==> src/rtl/core/afs_pkg.sv <==
`default_nettype none

package afs_pkg;

    // Transaction kinds on the input channel.
    localparam logic [1:0] KIND_TICK  = 2'd0;
    localparam logic [1:0] KIND_WRITE = 2'd1;
    localparam logic [1:0] KIND_READ  = 2'd2;

    // Frame count compare points.
    localparam int unsigned COUNT_W = 15;
    localparam logic [COUNT_W-1:0] STEP_Q1  = 15'd3729;
    localparam logic [COUNT_W-1:0] STEP_Q2  = 15'd7457;
    localparam logic [COUNT_W-1:0] STEP_Q3  = 15'd11186;
    localparam logic [COUNT_W-1:0] END_FOUR = 15'd14916;
    localparam logic [COUNT_W-1:0] END_FIVE = 15'd18641;

    // Mode register bit positions.
    localparam int unsigned BIT_FIVE    = 7;
    localparam int unsigned BIT_INHIBIT = 6;

    // Phase counter runs 0 to PHASE_LAST.
    localparam logic [2:0] PHASE_LAST  = 3'd5;
    localparam logic [2:0] PHASE_APU   = 3'd0;
    localparam logic [2:0] PHASE_TIMER = 3'd3;

    typedef struct packed {
        logic [1:0] kind;
        logic [7:0] write_data;
    } t_in_item;

    typedef struct packed {
        logic timer_pulse;
        logic apu_pulse;
        logic quarter_pulse;
        logic half_pulse;
        logic irq_level;
        logic status_irq;
    } t_out_item;

endpackage

`default_nettype wire

==> src/rtl/core/afs_step.sv <==
`default_nettype none

// Sequencer state and the single-pass logic that turns one transaction into its result.
module afs_step (
    input  wire logic              i_clk,
    input  wire logic              i_rst_n,
    input  wire logic              i_fire,
    input  wire afs_pkg::t_in_item i_item,
    output afs_pkg::t_out_item     o_result
);

    logic [2:0]                   r_phase,       n_phase;
    logic [afs_pkg::COUNT_W-1:0]  r_frame_count, n_frame_count;
    logic                         r_five_step,   n_five_step;
    logic                         r_inhibit,     n_inhibit;
    logic                         r_irq_pending, n_irq_pending;
    logic [afs_pkg::COUNT_W-1:0]  w_count_inc;
    logic [afs_pkg::COUNT_W-1:0]  w_end_count;

    assign w_count_inc = r_frame_count + afs_pkg::COUNT_W'(1);
    assign w_end_count = r_five_step ? afs_pkg::END_FIVE : afs_pkg::END_FOUR;

    // Next state and result for the transaction held in the input register.
    always_comb begin
        n_phase       = r_phase;
        n_frame_count = r_frame_count;
        n_five_step   = r_five_step;
        n_inhibit     = r_inhibit;
        n_irq_pending = r_irq_pending;
        o_result      = '0;

        case (i_item.kind)
            afs_pkg::KIND_TICK: begin
                o_result.timer_pulse = (r_phase == afs_pkg::PHASE_APU) ||
                                       (r_phase == afs_pkg::PHASE_TIMER);
                if (r_phase == afs_pkg::PHASE_APU) begin
                    o_result.apu_pulse = 1'b1;
                    n_frame_count      = w_count_inc;
                    if (w_count_inc == afs_pkg::STEP_Q1 || w_count_inc == afs_pkg::STEP_Q3) begin
                        o_result.quarter_pulse = 1'b1;
                    end else if (w_count_inc == afs_pkg::STEP_Q2) begin
                        o_result.quarter_pulse = 1'b1;
                        o_result.half_pulse    = 1'b1;
                    end else if (w_count_inc == w_end_count) begin
                        o_result.quarter_pulse = 1'b1;
                        o_result.half_pulse    = 1'b1;
                        n_frame_count          = '0;
                        if (!r_five_step && !r_inhibit) begin
                            n_irq_pending = 1'b1;
                        end
                    end
                end
                n_phase = (r_phase == afs_pkg::PHASE_LAST) ? 3'd0 : r_phase + 3'd1;
            end
            afs_pkg::KIND_WRITE: begin
                n_five_step   = i_item.write_data[afs_pkg::BIT_FIVE];
                n_inhibit     = i_item.write_data[afs_pkg::BIT_INHIBIT];
                n_frame_count = '0;
                if (i_item.write_data[afs_pkg::BIT_INHIBIT]) begin
                    n_irq_pending = 1'b0;
                end
                o_result.quarter_pulse = i_item.write_data[afs_pkg::BIT_FIVE];
                o_result.half_pulse    = i_item.write_data[afs_pkg::BIT_FIVE];
            end
            afs_pkg::KIND_READ: begin
                o_result.status_irq = r_irq_pending;
                n_irq_pending       = 1'b0;
            end
            default: begin
            end
        endcase

        o_result.irq_level = n_irq_pending;
    end

    // State advances only when the transaction moves into the result register.
    always_ff @(posedge i_clk) begin
        if (!i_rst_n) begin
            r_phase       <= '0;
            r_frame_count <= '0;
            r_five_step   <= 1'b0;
            r_inhibit     <= 1'b0;
            r_irq_pending <= 1'b0;
        end else if (i_fire) begin
            r_phase       <= n_phase;
            r_frame_count <= n_frame_count;
            r_five_step   <= n_five_step;
            r_inhibit     <= n_inhibit;
            r_irq_pending <= n_irq_pending;
        end
    end

endmodule

`default_nettype wire

==> src/rtl/core/apu_frame_sequencer_unit.sv <==
// Channel  Direction  Handshake                  Payload
// in       input      i_in_valid / o_in_ready    i_in_data  (afs_pkg::t_in_item)
// out      output     o_out_valid / i_out_ready  o_out_data (afs_pkg::t_out_item)
//
// One transaction is accepted per cycle unless the result stalls; it waits in the input
// register and its result in the result register. The rate is set by the single step of
// the state logic between the two registers. Reset clears all state and both valid flags.
// A stalled result holds in the result register while the input register
// still takes one more transaction.
`default_nettype none

module apu_frame_sequencer_unit (
    input  wire logic              i_clk,
    input  wire logic              i_rst_n,
    input  wire logic              i_in_valid,
    output logic                   o_in_ready,
    input  wire afs_pkg::t_in_item i_in_data,
    output logic                   o_out_valid,
    input  wire logic              i_out_ready,
    output afs_pkg::t_out_item     o_out_data
);

    logic               r_in_valid;
    afs_pkg::t_in_item  r_in_item;
    logic               r_out_valid;
    afs_pkg::t_out_item r_out_item;
    afs_pkg::t_out_item w_result;
    logic               w_advance;

    // The held transaction moves on when the result register is free or draining.
    assign w_advance   = r_in_valid && (!r_out_valid || i_out_ready);
    assign o_in_ready  = !r_in_valid || w_advance;
    assign o_out_valid = r_out_valid;
    assign o_out_data  = r_out_item;

    afs_step u_step (
        .i_clk    (i_clk),
        .i_rst_n  (i_rst_n),
        .i_fire   (w_advance),
        .i_item   (r_in_item),
        .o_result (w_result)
    );

    // Valid flags of both stages.
    always_ff @(posedge i_clk) begin
        if (!i_rst_n) begin
            r_in_valid  <= 1'b0;
            r_out_valid <= 1'b0;
        end else begin
            if (o_in_ready) begin
                r_in_valid <= i_in_valid;
            end
            if (w_advance) begin
                r_out_valid <= 1'b1;
            end else if (i_out_ready) begin
                r_out_valid <= 1'b0;
            end
        end
    end

    // Payload registers.
    always_ff @(posedge i_clk) begin
        if (i_in_valid && o_in_ready) begin
            r_in_item <= i_in_data;
        end
        if (w_advance) begin
            r_out_item <= w_result;
        end
    end

endmodule

`default_nettype wire

==> config.mk <==
export PLATFORM = sky130hd
export DESIGN_NAME = apu_frame_sequencer_unit
export DESIGN_NICKNAME = d
export VERILOG_FILES = /design/src/rtl/core/afs_pkg.sv /design/src/rtl/core/afs_step.sv /design/src/rtl/core/apu_frame_sequencer_unit.sv
export SDC_FILE = /design/constraint.sdc
export NUM_CORES = 1
export LEC_CHECK = 0
export BUFFER_PORTS_ARGS = -buffer_cell sky130_fd_sc_hd__clkbuf_2
export CAP_MARGIN = 5
export CORE_MARGIN = 2
export CORE_UTILIZATION = 55
export CTS_BUF_LIST = sky130_fd_sc_hd__clkbuf_8
export CTS_CLUSTER_SIZE = 28
export DETAILED_ROUTE_END_ITERATION = 8
export GPL_ROUTABILITY_DRIVEN = 0
export GPL_TIMING_DRIVEN = 0
export HOLD_SLACK_MARGIN = 0.08
export PLACE_DENSITY_LB_ADDON = 0.2
export SYNTH_ARGS = -nofsm -noshare
export SYNTH_HDL_FRONTEND = slang
export SYNTH_HIERARCHICAL = 1
export SYNTH_SLANG_ARGS = --single-unit
==> constraint.sdc <==
create_clock -name i_clk -period 2.6 [get_ports i_clk]
set_input_delay 0.26 -clock i_clk [delete_from_list [all_inputs] [get_ports i_clk]]
set_output_delay 0.26 -clock i_clk [all_outputs]
set_load 0.005 [all_outputs]
# Yosys cells after proc, flatten, opt, wreduce, memory -nomap -nowiden
# Index checks and enable logic that the tools add are counted.
# W data, S select, Z words.
word_totals:
  elab_cells: 66
  output_inout_bits: 8
  in_bits: 14
  reg_bits: 39
classes:
  n_mux: 22
  n_eq_ne: 9
  reduce_logical: 18
  addsub: 2
op_table:
  columns: ["op", "count"]
  rows:
  - ["$mux W15", 5]
  - ["$pmux W15 S2", 1]
  - ["$add A15 B1 Y15 const B", 1]
  - ["$eq A15 B12 Y1 const B", 1]
  - ["$eq A15 B13 Y1 const B", 1]
  - ["$eq A15 B14 Y1 const B", 1]
  - ["$eq A15 B15 Y1", 1]
  - ["$mux W1", 10]
  - ["$mux W3", 2]
  - ["$logic_not A1 Y1", 4]
  - ["$logic_or A1 B1 Y1", 4]
  - ["$mux W2", 2]
  - ["$pmux W2 S2", 1]
  - ["$reduce_and A2 Y1", 2]
  - ["$reduce_bool A2 Y1", 2]
  - ["$add A3 B1 Y3 const B", 1]
  - ["$eq A3 B2 Y1 const B", 1]
  - ["$eq A3 B3 Y1 const B", 1]
  - ["$logic_and A1 B1 Y1", 3]
  - ["$logic_not A3 Y1", 1]
  - ["$pmux W1 S3", 1]
  - ["$reduce_and A3 Y1", 1]
  - ["$eq A2 B1 Y1 const B", 1]
  - ["$eq A2 B2 Y1 const B", 1]
  - ["other kinds (2)", 2]

# Longest topological paths before layout
# Gate-level depths: netlist (run 1).
logic_depth:
  depth_word: 8
  depth_mapped: 12
  mapped_depth_nobuf: 9

# Cells and area by module
# The synthesis (run 1) kept the hierarchy.
modules_own_cells:
  columns: ["mod", "instances", "seq_area_each_um2", "cells_per_inst", "area_each_um2"]
  rows:
  - ["afs_step", 1, 420.4, 217, 1660.3]
  - ["apu_frame_sequencer_unit", 1, 520.5, 25, 584.3]

# Worst setup path after synthesis (run 1)
# Ideal clock, no wire load.
synth_path:
  path_kind: "reg2reg"
  start: "reg u_step/r_frame_count[1] in the netlist's numbering"
  end: "reg u_step/r_frame_count[7] in the netlist's numbering"
  stages_incl_launch_ff: 11
  required_ps: 2480
  setup_ps: 120
  setup_slack_ps: -88
  synth_period_minus_slack_ps: 2688
  path_buffers: 2
  arrival_ps: 2569
  path_cell_list: "dfxtp_1 > ha_1 > and3_1 > buf_4 > nand4_4 > or2_0 > a2111o_1 > a211oi_4 > buf_6 > nor3_1 > o31a_1"
synth_via:
  elab_chain_len: 7
  elab_cells_between_ends: 11
  classes_between: "add/sub (1); eq/ne (4); mux (5); reduce/logical (1)"
synth_rtl:
  columns: ["item", "line", "text"]
  rows:
  - ["start: declaration", "afs_step.sv:13", "logic [afs_pkg::COUNT_W-1:0] r_frame_count, n_frame_count;"]
  - ["start signal: assignment", "afs_step.sv:86", "r_frame_count <= n_frame_count;"]
  - ["$add A15 B1 Y15 *", "afs_step.sv:20", "assign w_count_inc = r_frame_count + afs_pkg::COUNT_W'(1);"]
  - ["$eq A15 B15 Y1", "afs_step.sv:44", "end else if (w_count_inc == w_end_count) begin"]
  - ["$mux W15", "afs_step.sv:44", null]
  - ["$mux W15", "afs_step.sv:41", "end else if (w_count_inc == afs_pkg::STEP_Q2) begin"]
  - ["$mux W15 *", "afs_step.sv:39", "if (w_count_inc == afs_pkg::STEP_Q1 || w_count_inc == afs_pkg::STEP_Q3) begin"]
  - ["$mux W15 *", "afs_step.sv:36", "if (r_phase == afs_pkg::PHASE_APU) begin"]
  - ["$pmux W15 S2 *", "afs_step.sv:32", "case (i_item.kind)"]
# Every way passes the cells marked *; elsewhere a longest branch is shown, timed or not. The select of a mux whose other input is x is not followed.
# A chain may end at the register's enable or synchronous reset.

# Worst setup path in the final report (run 1)
layout_path:
  start: "reg u_step/r_frame_count[1] in the netlist's numbering"
  end: "reg u_step/r_frame_count[4] in the netlist's numbering"
# Same word-level chain as after synthesis.

==> results.md, run 1 <==
* Ant. Diodes at 0
* Most frequent cells in the layout: dfxtp_1 (20), nor2_1 (19), buf_4 (17)
* Largest net degree at the start of global routing at 12
* # setup viols final at 5
* Syn-to-layout area delta at 28.24%
* CTS tree: built
* Crit share post-route at 101.6%
* Worst EP arrival at 2.83 ns
* Rows at 22
* Worst vdd ir at 0.5247 mV
* Skew final at 0.009668 ns
* Initial antenna violation count at 0
* Cells after synthesis at 236
* Wire per inst at 17.72 microns
* Most common cell after layout, fill and taps aside: dfxtp_1
* Tot Pwr at 0.001121 W
* Crit path required time at 2.79 ns
* Nets@finish at 290
* Slew headroom at 60.00%
* Total Routing Usage GR at 26.58%
* Status: finished with violations
* Seq pwr share at between 40% and 50%
* DP Worst Slack at -0.3574 ns
* Vias in the first global route at 1678
* Synthesized net count at between 200 and 300
* Final core occ at between 70 and 80%
* Netlist Area Pre-Place at 2064 sq um
* Pwr Density at ~420 nW/um^2
* Total Neg Setup Slack at -0.1456 ns
* Critical Path Start Type: register
* Crit path max fanout at 6
* Core footprint at about 3600 sq um
* Crit Path Class: reg2reg
* Root Buffer: clkbuf_8
* Layout cells sized above 1 at just over 30%
* Antenna viol nets, final at 0
* Internal Dissipation at 0.0008530 W
* Initial DRC Count at 438
* H-tree depth at 2
* DRC at 0
* Hold Fails Final Rpt at 0
* # hold bufs at CTS at 0
* Port bufs at 15
* Max Cap Viol at 0
* 1st-pass router iterations at 5
* Routed wire length at ~5.7 mm
* Gr ovfl total at 0
* Hpwl dp at 3.563 mm
* First-pass GRT wire length at 8.487 mm
* Clock sink count at 33
* Clk slew on worst S/H paths at ~0.080 ns
* I/O pins at 22
* Switching share of power at 23.89%
* Logic pwr share at 6.9%
* Clk Latency, worst-skew pair at ~0.30 ns
* Die area at 4260 sq um
* FMAX at approximately 0.38 GHz
* Chip height at between 60 and 70 microns
* Max Buffers Root-to-Sink at 2
* Die Span X at 65.27 microns
* Worst-margin pin slew at between 0.5 and 0.6 ns
* Initial Util at 56.82%
* Hold crit path type: in2reg
* YS warnings at 6
* CTS Buf Count at 5
* Via count at 2059
* Failing checks: negative setup slack
* Slew Viols, Final at 0
* Fin crit period at 2.641 ns
* Post-route setup slack at -0.04052 ns
* Sw Pwr at about 0.00027 W
* Layout fillers at 263
* CP Capture Type: register
* Clock Power Share at 44.0%
* RSZ-0062 raised after global routing: true
* Static Leak at about 1 nW
* Vias/cell at 6.414
* Syn_area_per_cell at 8.748 sq um
[repair_timing]
action / in CTS / in global routing
endpoints found under the hold margin: 0 / 0
endpoints found under the setup margin: 16 / 12
gates cloned: 1 / 0
pin swaps: 5 / 11
buffers inserted: 8 / 8
resized for setup: 14 / 35
[per-layer routing]
layer	track usage, %	vias up	wire, microns
li1	-	940	-
met5	0	-	0
met3	5.822	29	612
met4	12.24	0	214
met1	37.98	966	2291
met2	38.14	124	2571
[power by group through the flow]
| stage | registers [W] | logic (W) | clock network (W) |
|---|---|---|---|
| finish | 0.000551 | 0.0000770 | 0.000493 |
| global route | 0.000552 | 0.0000842 | 0.000519 |
| CTS | 0.000550 | 0.0000689 | 0.000498 |
| detailed placement | 0.000564 | 0.0000655 | 0 |
| global placement | 0.000563 | 0.0000633 | 0 |
| floorplan | 0.000563 | 0.0000396 | 0 |
[final timing paths]
kind                                        startpoint                                    to  slack [ns]  depth (start not counted)
hold / removal                            i_in_data[8]                r_in_item[8]$_DFFE_PP_        0.14                          1
setup / recovery  u_step/r_frame_count[1]$_SDFFE_PN0P_  u_step/r_frame_count[4]$_SDFFE_PN0P_       -0.04                         11
setup reg to reg  u_step/r_frame_count[1]$_SDFFE_PN0P_  u_step/r_frame_count[4]$_SDFFE_PN0P_       -0.04                         11
hold reg to reg          u_step/r_inhibit$_SDFFE_PN0P_         u_step/r_inhibit$_SDFFE_PN0P_        0.46                          2
[flip-flops by register name (all words and copies together) (netlist names)]
signal and cells:
o_out_valid 1, u_step/r_frame_count 15, o_out_data 6, r_in_valid 1, u_step/r_irq_pending 1, u_step/r_five_step 1, u_step/r_phase 3, r_in_item 4
u_step/r_inhibit 1
[critical path: stages (launching register included)]
cell and delay, ns:
dfxtp_4 0.36, buf_4 0.11, buf_4 0.15, nand4_1 0.18, buf_4 0.21, nor3_1 0.16, nand4_1 0.17, a211o_1 0.36
a211oi_4 0.30, buf_4 0.18, o41ai_2 0.07, mux2_4 0.29
[per-stage QoR]
| stage | std cells | instance area (sq um) | hold WS, ns |
|---|---|---|---|
| 6_report | 321 | 2648 | 0.1364 |
| 5_1_grt | 321 | 2648 | 0.1300 |
| 4_1_cts | 316 | 2441 | 0.1298 |
| 3_5_place_dp | 299 | 2215 | 0.4386 |
| 3_3_place_gp | 299 | 2215 | 0.4370 |
| 2_1_floorplan | 236 | 2079 | 0.3589 |
[cell type report]
class | count | area, sq um | share of cell area (%)
multi-input cells | 174 | 1350 | 50.99
flip-flops and latches | 33 | 769.5 | 29.06
repair buffers | 31 | 198.9 | 7.514
plain buffers | 16 | 117.6 | 4.442
clock buffers | 5 | 68.82 | 2.599
well taps | 48 | 60.06 | 2.268
clock inverters | 3 | 41.29 | 1.560
inverters | 11 | 41.29 | 1.560
No activity file was read; power rests on OpenSTA's default activity.
==> run 2, diff against run 1 <==
- CORE_UTILIZATION: 55 -> 45
- SKIP_CTS_REPAIR_TIMING: not set -> 1
==> results.md, run 2 (synthesized netlist as in run 1, its figures left out) <==
* Area of the multi-input gates at 1265 sq um (was 1350 sq um)
* Final core occ at 57.85% (was 72.87%)
* Post-route setup slack at -0.06104 ns (was -0.04052 ns)
* Via count at 1884 (was 2059)
* Core footprint at 4384 sq um (was 3633 sq um)
* Skew final at 0.01111 ns (was 0.009668 ns)
* Ant. Diodes at 0 (unchanged)
* Critical Path Start Type: register (unchanged)
* Slew Viols, Final at 0 (unchanged)
* Static Leak at 0.9537 nW (was 1.010 nW)
* Die area at 5145 sq um (was 4260 sq um)
* Sequential Area at 768.2 sq um (was 769.5 sq um)
* Clk slew on worst S/H paths at 0.07 ns (was 0.08 ns)
* DRC at 0 (unchanged)
* Hold crit path type: in2reg (unchanged)
* Port bufs at 15 (unchanged)
* Initial antenna violation count at 0 (unchanged)
* Failing checks: negative setup slack (unchanged)
* Crit share post-route at 102.3% (was 101.6%)
* Tot Pwr at 0.001103 W (was 0.001121 W)
* Syn-to-layout area delta at 22.85% (was 28.24%)
* First-pass GRT wire length at 7.686 mm (was 8.487 mm)
* Total Routing Usage GR at 19.04% (was 26.58%)
* Crit path required time at 2.73 ns (was 2.79 ns)
* Status: finished with violations (unchanged)
* Max Cap Viol at 0 (unchanged)
* Met2 Usage GRT at 28.29% (was 38.14%)
* CP Capture Type: register (unchanged)
* CP Buf/Inv Count at 2 (was 4)
* Wire per inst at 15.49 microns (was 17.72 microns)
* Antenna viol nets, final at 0 (unchanged)
* Chip height at 71.73 microns (was 65.27 microns)
* Layout fillers at 379 (was 263)
* Worst EP arrival at 2.79 ns (was 2.83 ns)
* Family with the most delay on the worst path: compound AO/OA/AOI/OAI gates (unchanged)
* Hpwl dp at 3.364 mm (was 3.563 mm)
* Max reg flops at 15 (unchanged)
* Vias/cell at 5.833 (was 6.414)
* Most common cell after layout, fill and taps aside: dfxtp_1 (unchanged)
* Placed cells at 303 (was 299)
* Vias in the first global route at 1619 (was 1678)
* Non-filler cells, final at 323 (was 321)
* Slew headroom at 62.63% (was 60.00%)
* Internal Dissipation at 0.0008507 W (was 0.0008530 W)
* Clock sink count at 33 (unchanged)
* Largest net degree at the start of global routing at 12 (unchanged)
* Logic pwr share at 6.4% (was 6.9%)
* Fin crit period at 2.661 ns (was 2.641 ns)
* Seq pwr share at 49.9% (was 49.2%)
* Final hold slack at 0.1426 ns (was 0.1364 ns)
* GR Layer Usage met1 at 27.81% (was 37.98%)
* Most used cell, CP: buf_6 (was buf_4)
* Root Buffer: clkbuf_8 (unchanged)
* Switching share of power at 22.88% (was 23.89%)
* CTS Buf Count at 5 (unchanged)
* Nets@finish at 288 (was 290)
* M3 GR Usage at 4.782% (was 5.822%)
* Most flops, register: u_step/r_frame_count (unchanged)
* CTS tree: built (unchanged)
* Flop2flop setup slack at -0.06 ns (was -0.04 ns)
* Pwr Density at 435.0 nW/um^2 (was 423.3 nW/um^2)
* FMAX at 0.3758 GHz (was 0.3787 GHz)
* Crit path max fanout at 5 (was 6)
* Layout cells sized above 1 at 25.46% (was 30.40%)
* Gr ovfl total at 0 (unchanged)
* Peak-usage layer in the global routing report: met2 (unchanged)
* I/O pins at 22 (unchanged)
* Total Neg Setup Slack at -0.3521 ns (was -0.1456 ns)
* Routed wire length at 5.002 mm (was 5.689 mm)
* Crit-path slowest cell: a2111o_1 (was dfxtp_4)
* Worst-margin pin slew at 0.5575 ns (was 0.5967 ns)
* Sw Pwr at 0.0002524 W (was 0.0002677 W)
* Initial Util at 47.09% (was 56.82%)
* RSZ-0062 raised after global routing: true (unchanged)
* H-tree depth at 2 (unchanged)
* # setup viols final at 8 (was 5)
* Die Span X at 71.73 microns (was 65.27 microns)
* Clk Latency, worst-skew pair at 0.29 ns (was 0.30 ns)
* Clock Power Share at 43.6% (was 44.0%)
* Most frequent cells in the layout: dfxtp_1 (21), nor2_1 (19), clkbuf_2 (16), nand2_1 (16), nand3_1 (16) (was dfxtp_1 (20), nor2_1 (19), buf_4 (17))
* Crit Path Class: reg2reg (unchanged)
* 1st-pass router iterations at 4 (was 5)
* Worst vdd ir at 0.2045 mV (was 0.5247 mV)
* CP cell instances: ha_4 -> and3_4 -> buf_6 -> nand4_4 -> or2_1 -> a2111o_1 -> a211oi_4 -> buf_6 -> a31oi_4 -> o22ai_2 (was buf_4 -> buf_4 -> nand4_1 -> buf_4 -> nor3_1 -> nand4_1 -> a211o_1 -> a211oi_4 -> buf_4 -> o41ai_2 -> mux2_4)
* Max Buffers Root-to-Sink at 2 (unchanged)
* Largest stage delay, worst path at 0.41 ns (was 0.36 ns)
* Rows at 24 (was 22)
* Hold Fails Final Rpt at 0 (unchanged)
* Initial DRC Count at 251 (was 438)
[run 2: per-stage QoR]
step                      area (sq um)  worst slack (ns)
after floorplan                   2079           0.01517
after global placement            2220           -0.3059
after detailed placement          2220           -0.3095
after CTS                         2330           -0.3263
after global routing              2536           -0.1649
final                             2536          -0.06104
[run 2: worst paths after layout]
| check | from | end | depth (start not counted) |
|---|---|---|---|
| max | u_step/r_frame_count[1]$_SDFFE_PN0P_ | o_out_data[3]$_DFFE_PP_ | 10 |
| min reg2reg | u_step/r_inhibit$_SDFFE_PN0P_ | u_step/r_inhibit$_SDFFE_PN0P_ | 2 |
| max reg2reg | u_step/r_frame_count[1]$_SDFFE_PN0P_ | o_out_data[3]$_DFFE_PP_ | 10 |
| min | i_in_data[7] | r_in_item[7]$_DFFE_PP_ | 1 |
[run 2: worst reg2reg max path, cell delays in order, from the launching register on]
cell	delay, ns
dfxtp_4	0.37
ha_4	0.17
and3_4	0.19
buf_6	0.12
nand4_4	0.12
or2_1	0.27
a2111o_1	0.41
a211oi_4	0.38
buf_6	0.19
a31oi_4	0.09
o22ai_2	0.21
[run 2: power groups by stage]
stage / Combinational, W / Clock, W / Sequential, W
2_1_floorplan: 0.0000396 / 0 / 0.000563
3_3_place_gp: 0.0000639 / 0 / 0.000564
3_5_place_dp: 0.0000642 / 0 / 0.000564
4_1_cts: 0.0000646 / 0.000492 / 0.000552
5_1_grt: 0.0000795 / 0.000519 / 0.000552
6_report: 0.0000711 / 0.000481 / 0.000551
[run 2: cell type report]
class                           count  area share, %
Clock inverter                      3          1.628
Timing Repair Buffer               28          6.956
Sequential cell                    33          30.29
Buffer                             17          4.341
Clock buffer                        5          2.713
Tap cell                           52          2.565
Inverter                           11          1.628
Multi-Input combinational cell    174          49.88
[run 2: routing by layer]
metal	up-vias	part of all wire, %
li1	939	-
met1	868	48
met2	67	44
met3	10	6.1
met4	0	2.1
met5	-	0
